--- src/rtl/elp_pkg.sv ---
// ----------------------------------------------------------------------------
// elp_pkg: shared types and constants of the edge list text parser
// Holds the byte codes, the token format that crosses the queue and the
// result kind codes.
// ----------------------------------------------------------------------------
package elp_pkg;

  localparam int NODE_BITS_DEF   = 32;
  localparam int QUEUE_DEPTH_DEF = 4;
  localparam int OUT_NODE_BITS   = 32;

  localparam logic [7:0] CHR_OPEN  = 8'h5B;  // '['
  localparam logic [7:0] CHR_CLOSE = 8'h5D;  // ']'
  localparam logic [7:0] CHR_COMMA = 8'h2C;  // ','
  localparam logic [7:0] CHR_SPACE = 8'h20;  // ' '
  localparam logic [7:0] CHR_ZERO  = 8'h30;  // '0'
  localparam logic [7:0] CHR_NINE  = 8'h39;  // '9'

  typedef enum logic [2:0] {
    TOK_DIGIT,
    TOK_COMMA,
    TOK_CLOSE,
    TOK_OPEN,
    TOK_SPACE,
    TOK_OTHER
  } tok_class_t;

  typedef struct packed {
    tok_class_t  cls;
    logic [3:0]  digit;
    logic        last;
  } token_t;

  typedef enum logic [1:0] {
    MODE_INITIAL  = 2'd0,
    MODE_OUTER    = 2'd1,
    MODE_INNER    = 2'd2,
    MODE_FINISHED = 2'd3
  } mode_t;

  typedef enum logic [2:0] {
    KIND_EDGE        = 3'd0,
    KIND_CLOSED      = 3'd1,
    KIND_BAD_SYMBOL  = 3'd2,
    KIND_TOO_MANY    = 3'd3,
    KIND_WRONG_COUNT = 3'd4
  } kind_t;

  localparam int ENDS_BITS = 2;
  localparam logic [ENDS_BITS-1:0] ENDS_NONE = 2'd0;
  localparam logic [ENDS_BITS-1:0] ENDS_ONE  = 2'd1;
  localparam logic [ENDS_BITS-1:0] ENDS_TWO  = 2'd2;

endpackage

--- src/rtl/elp_front.sv ---
// ----------------------------------------------------------------------------
// elp_front: byte classifier
// Turns one text byte into a token: its class, its digit value and the
// end-of-stream mark.
// ----------------------------------------------------------------------------
module elp_front (
  input  logic            [7:0] byte_in,
  input  logic                  last_byte,
  output elp_pkg::token_t       token
);

  always_comb begin
    token.digit = 4'(byte_in - elp_pkg::CHR_ZERO);
    token.last  = last_byte;
    unique case (byte_in) inside
      [elp_pkg::CHR_ZERO:elp_pkg::CHR_NINE]: token.cls = elp_pkg::TOK_DIGIT;
      elp_pkg::CHR_COMMA:                    token.cls = elp_pkg::TOK_COMMA;
      elp_pkg::CHR_CLOSE:                    token.cls = elp_pkg::TOK_CLOSE;
      elp_pkg::CHR_OPEN:                     token.cls = elp_pkg::TOK_OPEN;
      elp_pkg::CHR_SPACE:                    token.cls = elp_pkg::TOK_SPACE;
      default:                               token.cls = elp_pkg::TOK_OTHER;
    endcase
  end

endmodule

--- src/rtl/elp_queue.sv ---
// ----------------------------------------------------------------------------
// elp_queue: token queue
// Small first-in first-out buffer between the classifier and the parser.
// ----------------------------------------------------------------------------
module elp_queue #(
  parameter int DEPTH = elp_pkg::QUEUE_DEPTH_DEF
) (
  input  logic            clk,
  input  logic            rst_n,
  input  logic            push,
  input  elp_pkg::token_t push_tok,
  output logic            full,
  input  logic            pop,
  output logic            not_empty,
  output elp_pkg::token_t head_tok
);

  localparam int PTR_BITS = (DEPTH > 1) ? $clog2(DEPTH) : 1;
  localparam int CNT_BITS = $clog2(DEPTH + 1);
  localparam logic [PTR_BITS-1:0] PTR_LAST = PTR_BITS'(DEPTH - 1);
  localparam logic [CNT_BITS-1:0] CNT_FULL = CNT_BITS'(DEPTH);

  elp_pkg::token_t       slot_r [DEPTH];
  logic [PTR_BITS-1:0]   wr_ptr_r, wr_ptr_nxt;
  logic [PTR_BITS-1:0]   rd_ptr_r, rd_ptr_nxt;
  logic [CNT_BITS-1:0]   count_r, count_nxt;

  assign full      = (count_r == CNT_FULL);
  assign not_empty = (count_r != '0);
  assign head_tok  = slot_r[rd_ptr_r];

  always_comb begin
    wr_ptr_nxt = wr_ptr_r;
    rd_ptr_nxt = rd_ptr_r;
    count_nxt  = count_r;
    if (push) begin
      wr_ptr_nxt = (wr_ptr_r == PTR_LAST) ? '0 : wr_ptr_r + 1'b1;
    end
    if (pop) begin
      rd_ptr_nxt = (rd_ptr_r == PTR_LAST) ? '0 : rd_ptr_r + 1'b1;
    end
    if (push && !pop) begin
      count_nxt = count_r + 1'b1;
    end else if (pop && !push) begin
      count_nxt = count_r - 1'b1;
    end
  end

  always_ff @(posedge clk) begin
    if (!rst_n) begin
      wr_ptr_r <= '0;
      rd_ptr_r <= '0;
      count_r  <= '0;
    end else begin
      wr_ptr_r <= wr_ptr_nxt;
      rd_ptr_r <= rd_ptr_nxt;
      count_r  <= count_nxt;
    end
  end

  always_ff @(posedge clk) begin
    if (push) begin
      slot_r[wr_ptr_r] <= push_tok;
    end
  end

endmodule

--- src/rtl/elp_back.sv ---
// ----------------------------------------------------------------------------
// elp_back: parser core
// Walks the token stream through the list grammar, builds the node numbers
// and registers one result per edge, list close or error.
// ----------------------------------------------------------------------------
module elp_back #(
  parameter int NODE_BITS = elp_pkg::NODE_BITS_DEF
) (
  input  logic                               clk,
  input  logic                               rst_n,
  input  logic                               tok_valid,
  input  elp_pkg::token_t                    tok,
  output logic                               tok_take,
  output logic                               res_valid,
  input  logic                               res_stall,
  output logic [2:0]                         res_kind,
  output logic [elp_pkg::OUT_NODE_BITS-1:0]  res_node_a,
  output logic [elp_pkg::OUT_NODE_BITS-1:0]  res_node_b
);

  localparam int WIDE_BITS = NODE_BITS + 4;
  localparam logic [NODE_BITS-1:0] NODE_MAX = {NODE_BITS{1'b1}};

  elp_pkg::mode_t                  mode_r, mode_nxt;
  logic [NODE_BITS-1:0]            acc_r, acc_nxt;
  logic [NODE_BITS-1:0]            first_r, first_nxt;
  logic [NODE_BITS-1:0]            second_r, second_nxt;
  logic [elp_pkg::ENDS_BITS-1:0]   ends_r, ends_nxt;
  logic                            seen_r, seen_nxt;

  logic                            emit;
  elp_pkg::kind_t                  emit_kind;
  logic [NODE_BITS-1:0]            emit_a, emit_b;
  logic                            too_many;
  logic [WIDE_BITS-1:0]            acc_wide;
  logic                            out_free;

  logic                                res_valid_r;
  elp_pkg::kind_t                      res_kind_r;
  logic [elp_pkg::OUT_NODE_BITS-1:0]   res_node_a_r, res_node_b_r;

  assign out_free = !res_valid_r || !res_stall;
  assign tok_take = tok_valid && out_free;

  // acc * 10 + digit, wide enough to see overflow past the node range
  assign acc_wide = (WIDE_BITS'(acc_r) << 3) + (WIDE_BITS'(acc_r) << 1)
                  + WIDE_BITS'(tok.digit);

  always_ff @(posedge clk) begin
    if (!rst_n) begin
      mode_r   <= elp_pkg::MODE_INITIAL;
      acc_r    <= '0;
      first_r  <= '0;
      second_r <= '0;
      ends_r   <= elp_pkg::ENDS_NONE;
      seen_r   <= 1'b0;
    end else if (tok_take) begin
      mode_r   <= mode_nxt;
      acc_r    <= acc_nxt;
      first_r  <= first_nxt;
      second_r <= second_nxt;
      ends_r   <= ends_nxt;
      seen_r   <= seen_nxt;
    end
  end

  always_comb begin
    mode_nxt   = mode_r;
    acc_nxt    = acc_r;
    first_nxt  = first_r;
    second_nxt = second_r;
    ends_nxt   = ends_r;
    seen_nxt   = seen_r;
    emit       = 1'b0;
    emit_kind  = elp_pkg::KIND_EDGE;
    emit_a     = '0;
    emit_b     = '0;
    too_many   = 1'b0;

    unique case (mode_r)
      elp_pkg::MODE_INITIAL: begin
        if (tok.cls == elp_pkg::TOK_OPEN) begin
          mode_nxt = elp_pkg::MODE_OUTER;
        end
      end
      elp_pkg::MODE_OUTER: begin
        case (tok.cls) inside
          elp_pkg::TOK_OPEN: begin
            mode_nxt = elp_pkg::MODE_INNER;
          end
          elp_pkg::TOK_CLOSE: begin
            mode_nxt  = elp_pkg::MODE_FINISHED;
            emit      = 1'b1;
            emit_kind = elp_pkg::KIND_CLOSED;
          end
          elp_pkg::TOK_SPACE, elp_pkg::TOK_COMMA: begin
          end
          default: begin
            mode_nxt  = elp_pkg::MODE_FINISHED;
            emit      = 1'b1;
            emit_kind = elp_pkg::KIND_BAD_SYMBOL;
          end
        endcase
      end
      elp_pkg::MODE_INNER: begin
        if (tok.cls == elp_pkg::TOK_DIGIT) begin
          acc_nxt  = (|acc_wide[WIDE_BITS-1:NODE_BITS]) ? NODE_MAX
                                                        : acc_wide[NODE_BITS-1:0];
          seen_nxt = 1'b1;
        end else begin
          // close the pending number on a separator
          if ((tok.cls == elp_pkg::TOK_COMMA || tok.cls == elp_pkg::TOK_CLOSE) && seen_r) begin
            seen_nxt = 1'b0;
            case (ends_r)
              elp_pkg::ENDS_NONE: begin
                first_nxt = acc_r;
                ends_nxt  = elp_pkg::ENDS_ONE;
                acc_nxt   = '0;
              end
              elp_pkg::ENDS_ONE: begin
                second_nxt = acc_r;
                ends_nxt   = elp_pkg::ENDS_TWO;
                acc_nxt    = '0;
              end
              default: begin
                too_many  = 1'b1;
                mode_nxt  = elp_pkg::MODE_FINISHED;
                emit      = 1'b1;
                emit_kind = elp_pkg::KIND_TOO_MANY;
              end
            endcase
          end
          if (tok.cls == elp_pkg::TOK_CLOSE && !too_many) begin
            emit = 1'b1;
            if (ends_nxt != elp_pkg::ENDS_TWO) begin
              mode_nxt  = elp_pkg::MODE_FINISHED;
              emit_kind = elp_pkg::KIND_WRONG_COUNT;
            end else begin
              emit_kind  = elp_pkg::KIND_EDGE;
              emit_a     = first_nxt;
              emit_b     = second_nxt;
              first_nxt  = '0;
              second_nxt = '0;
              ends_nxt   = elp_pkg::ENDS_NONE;
              mode_nxt   = elp_pkg::MODE_OUTER;
            end
          end
        end
      end
      default: begin
      end
    endcase

    // end of stream: drop all parse state after this byte
    if (tok.last) begin
      mode_nxt   = elp_pkg::MODE_INITIAL;
      acc_nxt    = '0;
      first_nxt  = '0;
      second_nxt = '0;
      ends_nxt   = elp_pkg::ENDS_NONE;
      seen_nxt   = 1'b0;
    end
  end

  always_ff @(posedge clk) begin
    if (!rst_n) begin
      res_valid_r <= 1'b0;
    end else if (out_free) begin
      res_valid_r <= tok_take && emit;
    end
  end

  always_ff @(posedge clk) begin
    if (tok_take && emit) begin
      res_kind_r   <= emit_kind;
      res_node_a_r <= elp_pkg::OUT_NODE_BITS'(emit_a);
      res_node_b_r <= elp_pkg::OUT_NODE_BITS'(emit_b);
    end
  end

  assign res_valid  = res_valid_r;
  assign res_kind   = res_kind_r;
  assign res_node_a = res_node_a_r;
  assign res_node_b = res_node_b_r;

endmodule

--- src/rtl/edge_list_text_parser.sv ---
// ----------------------------------------------------------------------------
// edge_list_text_parser: streaming parser for [[a,b],[c,d]] edge lists
// Byte-in, result-out parser with a classifier, a token queue and a parser
// core.
// ----------------------------------------------------------------------------
// Feed the text one byte per transfer on the in_ channel and mark the final
// byte with in_last_byte; after that byte the parser is back in its initial
// state, ready for the next text. The block sustains one byte per clock while
// neither out_stall nor a full queue holds it: the classifier writes a token
// into a small queue in the cycle the byte is accepted, and the parser core
// retires one token per cycle unless a stalled result holds it, with a single
// saturating multiply-by-ten-and-add as its longest path. With the queue
// empty, the token enters the queue at the accepting edge and the result
// register loads when the parser core takes that token from the queue. Each
// byte yields at most one result transfer: an edge with its two node numbers,
// a list close, or an error code; node fields are zero for everything but an
// edge. Node numbers saturate at 2^NODE_BITS - 1 and the ports carry their low
// 32 bits. A stall on out_ holds the result register and the parser core; the
// queue keeps taking bytes until it fills, and only then does in_stall rise.
// ----------------------------------------------------------------------------
module edge_list_text_parser #(
  parameter int NODE_BITS   = elp_pkg::NODE_BITS_DEF,
  parameter int QUEUE_DEPTH = elp_pkg::QUEUE_DEPTH_DEF
) (
  input  logic        clk,
  input  logic        rst_n,
  // byte input
  input  logic        in_valid,
  output logic        in_stall,
  input  logic [7:0]  in_byte_in,
  input  logic        in_last_byte,
  // results
  output logic        out_valid,
  input  logic        out_stall,
  output logic [2:0]  out_kind,
  output logic [31:0] out_node_a,
  output logic [31:0] out_node_b
);

  elp_pkg::token_t in_tok;
  elp_pkg::token_t head_tok;
  logic            q_full;
  logic            q_not_empty;
  logic            q_pop;
  logic            in_xfer;

  // a byte transfer happens whenever a byte is valid and the queue has room
  assign in_stall = q_full;
  assign in_xfer  = in_valid && !q_full;

  // classify the byte on the way into the queue
  elp_front u_front (
    .byte_in   (in_byte_in),
    .last_byte (in_last_byte),
    .token     (in_tok)
  );

  // decouple byte intake from the parser core
  elp_queue #(
    .DEPTH (QUEUE_DEPTH)
  ) u_queue (
    .clk       (clk),
    .rst_n     (rst_n),
    .push      (in_xfer),
    .push_tok  (in_tok),
    .full      (q_full),
    .pop       (q_pop),
    .not_empty (q_not_empty),
    .head_tok  (head_tok)
  );

  // advance the grammar and register results
  elp_back #(
    .NODE_BITS (NODE_BITS)
  ) u_back (
    .clk        (clk),
    .rst_n      (rst_n),
    .tok_valid  (q_not_empty),
    .tok        (head_tok),
    .tok_take   (q_pop),
    .res_valid  (out_valid),
    .res_stall  (out_stall),
    .res_kind   (out_kind),
    .res_node_a (out_node_a),
    .res_node_b (out_node_b)
  );

endmodule

--- config.mk ---
export PLATFORM = sky130hd
export DESIGN_NAME = edge_list_text_parser
export DESIGN_NICKNAME = d
export VERILOG_FILES = /design/src/rtl/elp_pkg.sv /design/src/rtl/elp_front.sv /design/src/rtl/elp_queue.sv /design/src/rtl/elp_back.sv /design/src/rtl/edge_list_text_parser.sv
export SDC_FILE = /design/constraint.sdc
export NUM_CORES = 1
export LEC_CHECK = 0
export BUFFER_PORTS_ARGS = -buffer_cell sky130_fd_sc_hd__buf_2
export CORE_ASPECT_RATIO = 1.5
export CORE_MARGIN = 5
export CORE_UTILIZATION = 50
export CTS_CLUSTER_SIZE = 40
export DETAILED_ROUTE_END_ITERATION = 7
export PLACE_DENSITY = 0.78
export SKIP_LAST_GASP = 1
export SLEW_MARGIN = 5
export SYNTH_ARGS = -nofsm -noshare
export SYNTH_HDL_FRONTEND = slang
export SYNTH_HIERARCHICAL = 1
export SYNTH_SLANG_ARGS = --single-unit
--- constraint.sdc ---
create_clock -name clk -period 6.5 [get_ports clk]
set_clock_uncertainty 0.1 [all_clocks]
set_input_delay 0.975 -clock clk [delete_from_list [all_inputs] [get_ports clk]]
set_output_delay 0.975 -clock clk [all_outputs]
set_load 0.05 [all_outputs]
After elaboration in Yosys (flattened, before gate mapping)

Memories as Yosys holds them, arrays and structs flattened. A register that Yosys moved wholly into a read port is not among the register bits.
Index checks and enable logic that the tools add are counted.
Widths: inputs -> output; s select.

Input port bits: 13
Memory bits (writable): 32
Flip-flop bits (word level): 176
Output and inout bits: 69
Logic and storage cells: 151
Memories: 1

Add/subtract/negate cells: 7
Bitwise gates (word level): 2
Mux-type cells: 72
$lt $le $gt $ge: 2
Equality and inequality tests: 21
Reduce and logical (&&, ||, !) cells: 33

Memories:

| name           | depth | width | rd ports | clocked after Yosys merged registers in | wr ports | line            | RTL |
|---|---|---|---|---|---|---|---|
| u_queue.slot_r | 4     | 8     | 1        | 1                                       | 1        | elp_queue.sv:23 | `elp_pkg::token_t slot_r [DEPTH];` |

Operators with widths:

| cell                | count |
|---|---|
| $mux 32             | 20 |
| $mux 2              | 24 |
| $add 35x33->36      | 1 |
| $add 36x4->36       | 1 |
| $mux 3              | 8 |
| $eq 8x6->1 const B  | 2 |
| $eq 8x7->1 const B  | 2 |
| $mux 1              | 15 |
| $pmux 3 s5          | 1 |
| $reduce_bool 3->1   | 3 |
| $ge 8x6->1 const B  | 1 |
| $le 8x6->1 const B  | 1 |
| $logic_and 1x1->1   | 8 |
| $reduce_or 4->1     | 2 |
| $reduce_and 7->1    | 1 |
| $eq 2x2->1 const B  | 3 |
| $eq 3x2->1 const B  | 2 |
| $eq 3x3->1 const B  | 2 |
| $logic_not 1->1     | 6 |
| $pmux 2 s3          | 1 |
| $pmux 3 s2          | 1 |
| $reduce_and 3->1    | 2 |
| $ne 5x3->1 const B  | 1 |
| $add 2x1->2 const B | 2 |
| 20 further kinds    | 27 |

Logic depth before layout (Yosys ltp)

Depth in word-level cells: 12
Gate-level depth with buffers: 17
Mapped depth without buffers: 14

Cells and area by module

The synthesis kept the hierarchy.

By module, submodules not included:

| module                | times used | sequential area each (µm²) | cells each | area each (µm²) |
|---|---|---|---|---|
| elp_back              | 1          | 4053.9                     | 976        | 9241.4 |
| elp_queue             | 1          | 1141.1                     | 86         | 1616.6 |
| elp_front             | 1          | 0.0                        | 24         | 152.6 |
| edge_list_text_parser | 1          | 0.0                        | 1          | 13.8 |

Least setup slack after synthesis

No wires, ideal clock.

Path kind: flip-flop to flip-flop
Start point: register with a tool-made name
End point: register u_back.res_kind_r[0] (netlist: u_back/res_kind[0]) (enable)
Path buffers: 2
Setup time: 516 ps
Clock period less this slack: 5588 ps
Stages on the path, launching flop included: 8
Required time: 5884 ps
Arrival: 4972 ps
Setup slack: 912 ps
Cells stage by stage: dfxtp_1 -> buf_6 -> mux4_2 -> buf_2 -> nor2b_1 -> a31oi_1 -> or3_1 -> a21oi_1

RTL lines:

| item                   | line            | RTL |
|---|---|---|
| end signal: assignment | elp_back.sv:175 | `res_kind_r <= emit_kind;` |
| end: declaration       | elp_back.sv:39  | `elp_pkg::kind_t res_kind_r;` |

==> impl_summary.txt <==
----------------------------------------------------
[Run status]
  Run status ... finished clean

[Detailed routing]
  Number of vias in the routed layout ... 8,340
  Antenna-violating nets left ... 0
  Wirelength per Cell ... 18.1 um
  DRC errors left ... 0
  Count of routing violations after the opening detailed-route iteration ... 574
  Number of detailed-route iterations in the first pass ... 5
  Drt total wl ... 25.5 mm
  Post-detailed-route via-to-cell ratio ... 5.90

[Setup path]
  Register-to-Register Path Depth ... 13
  Data required, critical path ... 6830 ps
  Largest fanout on the critical path ... 27
  Kind of capture point of the worst setup path ... flop
  Worst setup SP type ... flop
  WS Path Type ... flop to flop
  Endpoint of the most critical register-to-register path ... u_back/acc_r[20]
  Arrival time at the worst endpoint ... 5600 ps
  Flop-to-flop setup slack ... 1230 ps

[Logic synthesis]
  Top post-synthesis cells by count ... 171 x sky130_fd_sc_hd__nand2_1, 111 x sky130_fd_sc_hd__dfxtp_1, 99 x sky130_fd_sc_hd__edfxtp_1
  Post-synthesis sequential element count ... 210
  Number of warning messages in the yosys log ... 6
  Most common flop cell mapped by yosys ... sky130_fd_sc_hd__dfxtp_1
  Dominant cells by area after synthesis ... sky130_fd_sc_hd__edfxtp_1 27%, sky130_fd_sc_hd__dfxtp_1 20%, sky130_fd_sc_hd__ha_1 8.5%, sky130_fd_sc_hd__nand2_1 5.8%, sky130_fd_sc_hd__nor2b_1 4.5%
  Number of flops mapped to enable cells by yosys ... 99
  Top-count cell post-synth ... sky130_fd_sc_hd__nand2_1
  Combined area of all synthesized cells ... 11,000 um^2
  Post-Synthesis Net Count ... 1,178
  Cell taking the most area after synthesis ... sky130_fd_sc_hd__edfxtp_1
  Share of the synthesized area in the top cell type ... 0.270
  Mean instance size in the synthesized netlist ... 10.1 um^2
  Async SR Flop Fraction ... 0
  Post-synthesis cell type count ... 77
  Sequential share of the synthesized area ... 0.471
  Post-synthesis cell count ... 1,087

[Floorplanning]
  Number of placement rows ... 66
  Chip Width ... 131 um
  Starting density of the core ... 0.508
  Area of the core region ... 21,700 um^2
  Number of top-level pins ... 82
  Die Height ... 192 um
  Total Die Area ... 25,200 um^2

[Global routing]
  Wire length of the first global-routing pass ... 41.6 mm
  Overall fraction of global-route tracks in use ... 0.197
  Pin count of the biggest net entering global routing ... 80
  Antenna violations before repair ... 0
  Via count of the first global-routing pass ... 8,336
  Total global routing overflow ... 0

[Power]
  Power density over the cells ... 262 nW/um^2
  Switching power of the nets ... 0.894 mW
  Internal power ... 2.30 mW
  LEAKAGE ... 4.28 nW
  Maximum vdd drop ... 0.000283 V
  Clk network pwr share ... 0.363
  Sequential share of power ... 0.464
  Share of total power in combinational logic ... 0.173
  Switching part of the total power ... 0.280

[Timing]
  Final Max Tran Viols ... 0
  Setup repair after global routing missed its margin ... no
  Relative slew slack ... 0.200
  Number of hold violations in the final report ... 0
  Pin slew with the least headroom to its limit ... 1200 ps
  Final setup vio count ... 0
  Fin crit period ... 5270 ps
  Highest achievable clock rate ... 0.190 GHz
  Total negative setup slack ... 0 ps
  Worst setup slack after layout ... 1230 ps
  Crit share post-route ... 0.812

[Finish]
  Layout area overhead ... 10.6%
  Layout cells sized above 1 ... 0.137
  Number of nets in the layout ... 1,219
  N_diodes ... 0

[Hold path]
  Worst Hold Path Cells ... 2
  Hold-critical path endpoint ... u_back/mode_r[0]
  Startpoint of the worst hold path ... u_back/mode_r[0]
  Worst hold path type ... flop to flop

[Place]
  Post-DP HPWL ... 17.1 mm
  Setup WS pre-CTS ... 1220 ps
  Number of input and output port buffers inserted ... 81
  Routability congestion estimate ... 0.914

[Clock network]
  Insertion delay to the later sink of the worst-skew pair ... 500 ps
  Clk slew on worst S/H paths ... 60 ps
  Number of buffers created by CTS ... 20
  Bufs on Longest Clock Path ... 3
  Buffers inserted during post-CTS setup optimization ... 0
  Number of levels the H-tree was split into ... 1
  TritonCTS clock tree ... done
  Hold buffer count at cts ... 0
  Number of resized instances in the post-cts repair step ... 0
  Root Buffer ... sky130_fd_sc_hd__clkbuf_16
  Num Clock Sinks ... 210

[Flow run]
  Max-cap violations ... 0

----------------------------------------------------
-- routing by layer --
layer / global-route usage / share of wire
met5: 0 / 0
met2: 0.383 / 0.55
met4: 0.0724 / 0.027
met3: 0.0280 / 0.043
met1: 0.216 / 0.38
-- power groups by stage --
stage | clock (mW) | combinational, mW | sequential, mW
finish | 1.16 | 0.551 | 1.48
global route | 1.24 | 0.599 | 1.49
CTS | 1.19 | 0.550 | 1.48
detailed placement | 0 | 0.549 | 1.51
global placement | 0 | 0.536 | 1.51
floorplan | 0 | 0.390 | 1.54
-- registers in the layout (all words and copies together), names as in the netlist, 3 cells and up, named ones only --
register,cells
u_back/first_r,32
u_queue/slot_r,32
u_back/acc_r,32
u_back/second_r,32
u_back/res_node_a,32
u_queue/count_r,3
u_back/res_kind,3
u_back/res_node_b,32
-- critical path, cell delays in order, from the launching register on --
cell                       delay (ps)
sky130_fd_sc_hd__dfxtp_1          640
sky130_fd_sc_hd__mux4_2           590
sky130_fd_sc_hd__fa_1             570
sky130_fd_sc_hd__inv_1             60
sky130_fd_sc_hd__fa_1             450
sky130_fd_sc_hd__nand2b_1         180
sky130_fd_sc_hd__a21oi_1          200
sky130_fd_sc_hd__o211a_1          310
sky130_fd_sc_hd__nand3_1          170
sky130_fd_sc_hd__a32oi_4          320
sky130_fd_sc_hd__a31oi_4          130
sky130_fd_sc_hd__xnor2_2          270
sky130_fd_sc_hd__o31a_1           950
sky130_fd_sc_hd__a221o_1          240
-- worst max path at each step --
stage | to | depth (start not counted) | slack, ps | from
3_3_place_gp | u_back/acc_r[13] | 13 | 1420 | flop
5_1_grt | u_back/acc_r[11] | 13 | 960 | flop
3_5_place_dp | u_back/acc_r[20] | 13 | 1220 | flop
2_1_floorplan | u_back/res_kind[0] | 7 | 910 | flop
4_1_cts | u_back/acc_r[20] | 13 | 1220 | flop
6_report | u_back/acc_r[20] | 13 | 1230 | flop
-- stage by stage --
stage | cell area [um^2] | hold slack [ps] | power (mW) | std cells | utilization
after floorplan | 11000 | 360 | 1.93 | 1087 | -
after global placement | 11500 | 383 | 2.04 | 1378 | 0.531
after detailed placement | 11500 | 392 | 2.06 | 1378 | 0.531
after CTS | 12200 | 400 | 3.22 | 1414 | 0.561
after global routing | 12200 | 427 | 3.33 | 1414 | 0.561
final | 12200 | 397 | 3.19 | 1414 | 0.561
-- cells in the final DEF, fill, tap and decap left out, types with 21 or more instances in the layout --
master	Yosys	final
sky130_fd_sc_hd__dfxtp_1	111	111
sky130_fd_sc_hd__edfxtp_1	99	99
sky130_fd_sc_hd__clkbuf_16	0	21
sky130_fd_sc_hd__a221o_1	28	28
sky130_fd_sc_hd__nand2_1	171	171
sky130_fd_sc_hd__nor2b_1	79	79
sky130_fd_sc_hd__inv_1	22	22
sky130_fd_sc_hd__o21ai_0	33	33
sky130_fd_sc_hd__nor2_1	36	34
sky130_fd_sc_hd__buf_2	3	81
sky130_fd_sc_hd__a22oi_1	65	65
sky130_fd_sc_hd__a21oi_1	98	97
sky130_fd_sc_hd__ha_1	75	75
-- final cells by class --
type	instances	area, um^2
well taps	272	340
inverters	22	82.6
fillers	1859	9530
repair buffers	88	458
flip-flops and latches	210	5190
clock buffers	24	547
clock inverters	12	104
multi-input cells	786	5460
-- logic make-up after synthesis --
| group | synth area share |
|---|---|
| AO/OA/AOI/OAI | 0.190 |
| XOR/XNOR | 0.0253 |
| adder cells (fa/ha/maj) | 0.0906 |
| buffers and inverters | 0.0380 |
| flip-flops | 0.471 |
| multiplexers | 0.0209 |
| AND/OR/NAND/NOR | 0.164 |
Note: power is estimated with default switching activity, not from simulation.
